===== src/design/b2s_pkg.sv =====
// ----------------------------------------------------------------------------
// b2s_pkg
// Types, constants and tables shared by the BLAKE2s hash engine modules.
// ----------------------------------------------------------------------------
package b2s_pkg;

  localparam int Rounds = 10;

  localparam logic [31:0] ParamBase = 32'h0101_0000;

  localparam logic [31:0] IV [8] = '{
    32'h6A09_E667, 32'hBB67_AE85, 32'h3C6E_F372, 32'hA54F_F53A,
    32'h510E_527F, 32'h9B05_688C, 32'h1F83_D9AB, 32'h5BE0_CD19
  };

  localparam logic [3:0] SIGMA [Rounds][16] = '{
    '{4'd0, 4'd1, 4'd2, 4'd3, 4'd4, 4'd5, 4'd6, 4'd7,
      4'd8, 4'd9, 4'd10, 4'd11, 4'd12, 4'd13, 4'd14, 4'd15},
    '{4'd14, 4'd10, 4'd4, 4'd8, 4'd9, 4'd15, 4'd13, 4'd6,
      4'd1, 4'd12, 4'd0, 4'd2, 4'd11, 4'd7, 4'd5, 4'd3},
    '{4'd11, 4'd8, 4'd12, 4'd0, 4'd5, 4'd2, 4'd15, 4'd13,
      4'd10, 4'd14, 4'd3, 4'd6, 4'd7, 4'd1, 4'd9, 4'd4},
    '{4'd7, 4'd9, 4'd3, 4'd1, 4'd13, 4'd12, 4'd11, 4'd14,
      4'd2, 4'd6, 4'd5, 4'd10, 4'd4, 4'd0, 4'd15, 4'd8},
    '{4'd9, 4'd0, 4'd5, 4'd7, 4'd2, 4'd4, 4'd10, 4'd15,
      4'd14, 4'd1, 4'd11, 4'd12, 4'd6, 4'd8, 4'd3, 4'd13},
    '{4'd2, 4'd12, 4'd6, 4'd10, 4'd0, 4'd11, 4'd8, 4'd3,
      4'd4, 4'd13, 4'd7, 4'd5, 4'd15, 4'd14, 4'd1, 4'd9},
    '{4'd12, 4'd5, 4'd1, 4'd15, 4'd14, 4'd13, 4'd4, 4'd10,
      4'd0, 4'd7, 4'd6, 4'd3, 4'd9, 4'd2, 4'd8, 4'd11},
    '{4'd13, 4'd11, 4'd7, 4'd14, 4'd12, 4'd1, 4'd3, 4'd9,
      4'd5, 4'd0, 4'd15, 4'd4, 4'd8, 4'd6, 4'd2, 4'd10},
    '{4'd6, 4'd15, 4'd14, 4'd9, 4'd11, 4'd3, 4'd0, 4'd8,
      4'd12, 4'd2, 4'd13, 4'd7, 4'd1, 4'd4, 4'd10, 4'd5},
    '{4'd10, 4'd2, 4'd8, 4'd4, 4'd7, 4'd6, 4'd1, 4'd5,
      4'd15, 4'd11, 4'd9, 4'd14, 4'd3, 4'd12, 4'd13, 4'd0}
  };

  // configuration register indexes
  localparam logic [2:0] RegDigestLen = 3'd0;
  localparam logic [2:0] RegKeyLen    = 3'd1;
  localparam logic [2:0] RegKey0      = 3'd2;
  localparam logic [2:0] RegKey1      = 3'd3;
  localparam logic [2:0] RegKey2      = 3'd4;
  localparam logic [2:0] RegKey3      = 3'd5;

  typedef enum logic [2:0] {
    ST_IDLE, ST_START, ST_CHECK, ST_ROUND, ST_FOLD, ST_WRITE, ST_FIN, ST_OUT
  } state_t;

  typedef struct packed {
    logic capture;   // latch the accepted item
    logic start;     // open a message
    logic init;      // load working vector
    logic final_blk; // final flag for init
    logic step;      // one half-G step on all four lanes
    logic fold;      // fold working vector into chain
    logic clear;     // empty the block buffer after a middle compression
    logic write;     // store the held word
    logic emit;      // advance the digest word on a transfer
    logic close;     // end of message
  } cmd_t;

  typedef struct packed {
    logic open;
    logic full;
    logic has_bytes;
    logic is_last;
    logic round_done;
    logic last_out;
  } status_t;

  function automatic logic [31:0] byte_mask(input logic [5:0] n);
    logic [31:0] m;
    case (n)
      6'd0:    m = 32'h0000_0000;
      6'd1:    m = 32'h0000_00FF;
      6'd2:    m = 32'h0000_FFFF;
      6'd3:    m = 32'h00FF_FFFF;
      default: m = 32'hFFFF_FFFF;
    endcase
    return m;
  endfunction

endpackage


===== src/design/b2s_ctrl.sv =====
// ----------------------------------------------------------------------------
// b2s_ctrl
// Sequencer for the hash engine: item intake, compressions and digest output.
// ----------------------------------------------------------------------------
module b2s_ctrl (
  input  logic             clk,
  input  logic             rst_n,
  input  logic             in_tvalid,
  output logic             in_tready,
  output logic             out_tvalid,
  input  logic             out_tready,
  input  b2s_pkg::status_t sts,
  output b2s_pkg::cmd_t    cmd
);
  import b2s_pkg::*;

  state_t state_r, state_nxt;
  logic   final_r, final_nxt;

  always_ff @(posedge clk) begin
    if (!rst_n) begin
      state_r <= ST_IDLE;
      final_r <= 1'b0;
    end else begin
      state_r <= state_nxt;
      final_r <= final_nxt;
    end
  end

  always_comb begin
    state_nxt = state_r;
    final_nxt = final_r;
    case (state_r)
      ST_IDLE: begin
        if (in_tvalid) begin
          state_nxt = sts.open ? ST_CHECK : ST_START;
        end
      end
      ST_START: state_nxt = ST_CHECK;
      ST_CHECK: begin
        // a full buffer is compressed only once more bytes arrive
        if (sts.has_bytes && sts.full) begin
          state_nxt = ST_ROUND;
          final_nxt = 1'b0;
        end else begin
          state_nxt = ST_WRITE;
        end
      end
      ST_ROUND: begin
        if (sts.round_done) begin
          state_nxt = ST_FOLD;
        end
      end
      ST_FOLD:  state_nxt = final_r ? ST_OUT : ST_WRITE;
      ST_WRITE: state_nxt = sts.is_last ? ST_FIN : ST_IDLE;
      ST_FIN: begin
        state_nxt = ST_ROUND;
        final_nxt = 1'b1;
      end
      ST_OUT: begin
        if (out_tready && sts.last_out) begin
          state_nxt = ST_IDLE;
        end
      end
      default: state_nxt = ST_IDLE;
    endcase
  end

  always_comb begin
    cmd        = '0;
    in_tready  = 1'b0;
    out_tvalid = 1'b0;
    case (state_r)
      ST_IDLE: begin
        in_tready   = 1'b1;
        cmd.capture = in_tvalid;
      end
      ST_START: cmd.start = 1'b1;
      ST_CHECK: cmd.init = sts.has_bytes && sts.full;
      ST_ROUND: cmd.step = 1'b1;
      ST_FOLD: begin
        cmd.fold  = 1'b1;
        cmd.clear = !final_r;
      end
      ST_WRITE: cmd.write = 1'b1;
      ST_FIN: begin
        cmd.init      = 1'b1;
        cmd.final_blk = 1'b1;
      end
      ST_OUT: begin
        out_tvalid = 1'b1;
        cmd.emit   = out_tready;
        cmd.close  = out_tready && sts.last_out;
      end
      default: cmd = '0;
    endcase
  end

endmodule


===== config.mk =====
export PLATFORM = sky130hd
export DESIGN_NAME = b2s_ctrl
export DESIGN_NICKNAME = d
export VERILOG_FILES = /design/src/design/b2s_pkg.sv /design/src/design/b2s_ctrl.sv
export SDC_FILE = /design/constraint.sdc
export NUM_CORES = 1
export LEC_CHECK = 0
export BUFFER_PORTS_ARGS = -buffer_cell sky130_fd_sc_hd__clkbuf_2
export CAP_MARGIN = 10
export CORE_AREA = 4 4 41 43
export CTS_BUF_LIST = sky130_fd_sc_hd__clkbuf_8
export CTS_CLUSTER_DIAMETER = 150
export DETAILED_ROUTE_END_ITERATION = 7
export DIE_AREA = 0 0 45 47
export GPL_TIMING_DRIVEN = 0
export SLEW_MARGIN = 20
export SYNTH_ARGS = -nofsm -noshare
export SYNTH_HDL_FRONTEND = slang
export SYNTH_SLANG_ARGS = --single-unit

===== constraint.sdc =====
create_clock -name clk -period 1.6 [get_ports clk]
set_input_delay 0.48 -clock clk [delete_from_list [all_inputs] [get_ports clk]]
set_output_delay 0.48 -clock clk [all_outputs]
set_load 0.1 [all_outputs]

==> impl_results.md <==
* Setup crit end: cmd[9]
* Cts bufs inserted at 3
* Routed Antenna Nets at 0
* CTS hold repair buffers at 0
* First-iteration detailed-routing DRC count at 11
* Initial antenna violation count at 0
* Synth Area in Compound Gates at 22.45%
* PortBufs at 21
* # rows at 13
* Syn Inst Count at 51
* Initial core utilization at 28.27%
* CP Launch Point: state_r[2]
* Crit path DAT at 1350 ps
* Post-Synthesis Cell Area at 367.9 sq um
* Global route overflow at 0
* Finish-stage setup viols at 12
* Crit-path max FO at 4
* Layout fillers at 89
* Tmin final at 1834 ps
* Final WS setup at -234.4 ps
* Die Area at 2115 sq um
* Routed vias/inst at 5.288
* Period utilisation layout at 114.7%
* Clock power frac at 18.9%
* Max-cap violation count at 0
* Post-DR wirelength/cell at 15.34 microns
* Bufs on Longest Clock Path at 2
* Vias in the first global route at 540
* Pins Over Slew Limit at 0
* Commonest non-fill, non-tap cell in the layout: clkbuf_16
* Worst reg2reg path depth at 6
* DR pass1 iterations at 4
* Core Util, Final at 78.08%
* R2R setup slack at 240 ps
* Number of H-tree levels at 1
* Crit Reg-Reg Startpoint: state_r[0]
* Die Ht at 47 microns
* Seq cells post-synth at 4
* CTS clk-pin slew, worst paths at 30 ps
* RePlAce Congestion at 0.7868
* Num ports at 22
* CP Capture Type: output pin
* Synth warn at 0
* First-pass GRT wire length at 2435 microns
* Die width at 45 microns
* Comb power frac at 69.8%
* Fmax at 545.1 MHz
* Main combinational cell family by area after synthesis: simple AND/OR/NAND/NOR gates
* Via count at 550
* Adder-cell share of the synthesized area at 0%
* Setup Crit Path Kind: reg -> out
* Slew @ Worst Pin at 279.2 ps
* Clock sink total at 4
* Count of cell types in the netlist at 24
* Clock skew after layout at 0.9103 ps
* Routed wire length at 1595 microns
* Diodes inserted at 0
* Sw Ratio at 44.13%
* Cell-internal power at 636.9 uW
* Largest net degree at the start of global routing at 11
* P per Cell Area at 1122 nW/um^2
* CTS tree: built
* Multiplexer area fraction after synthesis at 0%
* Register area share after synthesis at 21.77%
* Worst-skew pair later-pin latency at 210 ps
* Nets at 100
* CP required at 1120 ps
* DP Area at 561.8 sq um
* DP HPWL at 836.9 microns
* Final hold viol count at 0
* CTS Root Cell: clkbuf_8
* Commonest non-fill, non-tap cells in the layout: clkbuf_16, buf_4, clkbuf_2
* Psw at 503.2 uW
* Slew margin rel. at 81.23%
* Layout cells sized above 1 at 71.91%
* Hold Path Class: reg -> reg
* Static Leak at 0.0004520 uW
* DRC errors left at 0
* RR Endpoint: state_r[2]
* Core area at 1301 sq um
* Failing checks: negative setup slack
* Synth-to-layout area growth at 176.2%
* Post-route cell area at 1016 sq um
* Syn Area/Cell at 7.213 sq um
* RSZ-0062 raised after global routing: yes
* Max VDD drop at 1.153 mV
* Power share of the sequential group at 11.3%
* Synth Area in Simple Gates at 43.20%
* Post-Synth XOR/XNOR Area at 0%
* Total Routing Usage GR at 16.35%
* Status: finished, violations left
* CP Launch Type: flip-flop
* Mapped Nets at 61
-- sequential cells by signal (all words and copies together), names as in the netlist --
signal and cells:
state_r 3, final_r 1
-- per-layer routing --
layer	vias to the layer above	part of all wire (%)	routed length, microns	global-route usage [%]
met4	0	1.7	27	1.754
met1	259	37	586	16.59
met2	27	54	863	32.49
li1	260	-	-	-
met3	4	7.5	119	6.130
met5	-	0	0	0
-- logic make-up after synthesis --
logic type,count (synthesis)
flops,4
buf+inv,8
compound gates,13
simple gates,26
-- synthesized netlist by cell type --
cell type | instances | area, sq um
a21oi_1 | 4 | 20.02
a311oi_1 | 1 | 8.760
a31oi_1 | 1 | 6.260
a32oi_1 | 1 | 8.760
and2_1 | 3 | 18.77
and3_1 | 5 | 31.28
and3_2 | 1 | 7.510
and4bb_1 | 1 | 12.51
buf_4 | 4 | 30.03
clkinv_2 | 1 | 5.000
dfxtp_1 | 4 | 80.08
inv_1 | 3 | 11.26
nand2_1 | 4 | 15.01
nand2_2 | 1 | 6.260
nand4_1 | 1 | 6.260
nor2_1 | 4 | 15.01
nor2b_1 | 2 | 12.51
nor3_1 | 2 | 10.01
nor4_2 | 1 | 12.51
o211a_1 | 1 | 10.01
o211ai_1 | 1 | 7.510
o21ai_0 | 3 | 15.01
o22ai_1 | 1 | 6.260
or3_4 | 1 | 11.26
-- power groups by stage --
stage	Combinational, uW	Sequential (uW)	Clock, uW
floorplan	412	125	0
global placement	476	128	0
detailed placement	478	128	0
CTS	720	128	225
global route	831	132	231
finish	796	129	215
-- worst min path at each step --
stage / to / cells after the start / slack (ps) / start
floorplan: final_r / 2 / 480 / final_r
global placement: final_r / 2 / 500 / final_r
detailed placement: final_r / 2 / 500 / final_r
CTS: final_r / 2 / 500 / final_r
global route: state_r[2] / 3 / 520 / rst_n
finish: final_r / 2 / 520 / final_r
-- repair_timing --
item / in CTS / in global routing
pin swaps: 2 / 5
gates resized for setup: 53 / 7
setup buffers: 10 / 5
endpoints found under the setup margin: 12 / 12
cloned: 0 / 0
-- area by class of cell --
class,instances,area [sq um],area share (%)
timing repair buffer,35,465.4,45.81
clock inverter,1,3.754,0.3695
clock buffer,3,41.29,4.064
tap,15,18.77,1.847
sequential,4,86.33,8.498
inverter,4,37.54,3.695
buffer,3,33.78,3.325
multi-input combinational,39,329.1,32.39
-- stage by stage --
stage,setup slack [ps],instances,hold WS (ps),power (uW),setup TNS [ps]
final,-234.4,104,515.6,1140,-1534
after global routing,-262.6,104,524.6,1193,-2007
after CTS,-240.4,100,501.3,1073,-1084
after detailed placement,-296.4,87,496.6,605.4,-1952
after global placement,-292.4,87,498.0,603.9,-1867
after floorplan,-258.0,51,476.0,536.9,-1013
-- worst max-delay path, stage by stage, from the launching register on --
cell       delay (ps)
dfxtp_4           350
or3_4             410
clkinv_8           60
and2_4            130
clkbuf_16         190
No activity file was read; power rests on OpenSTA's default activity.
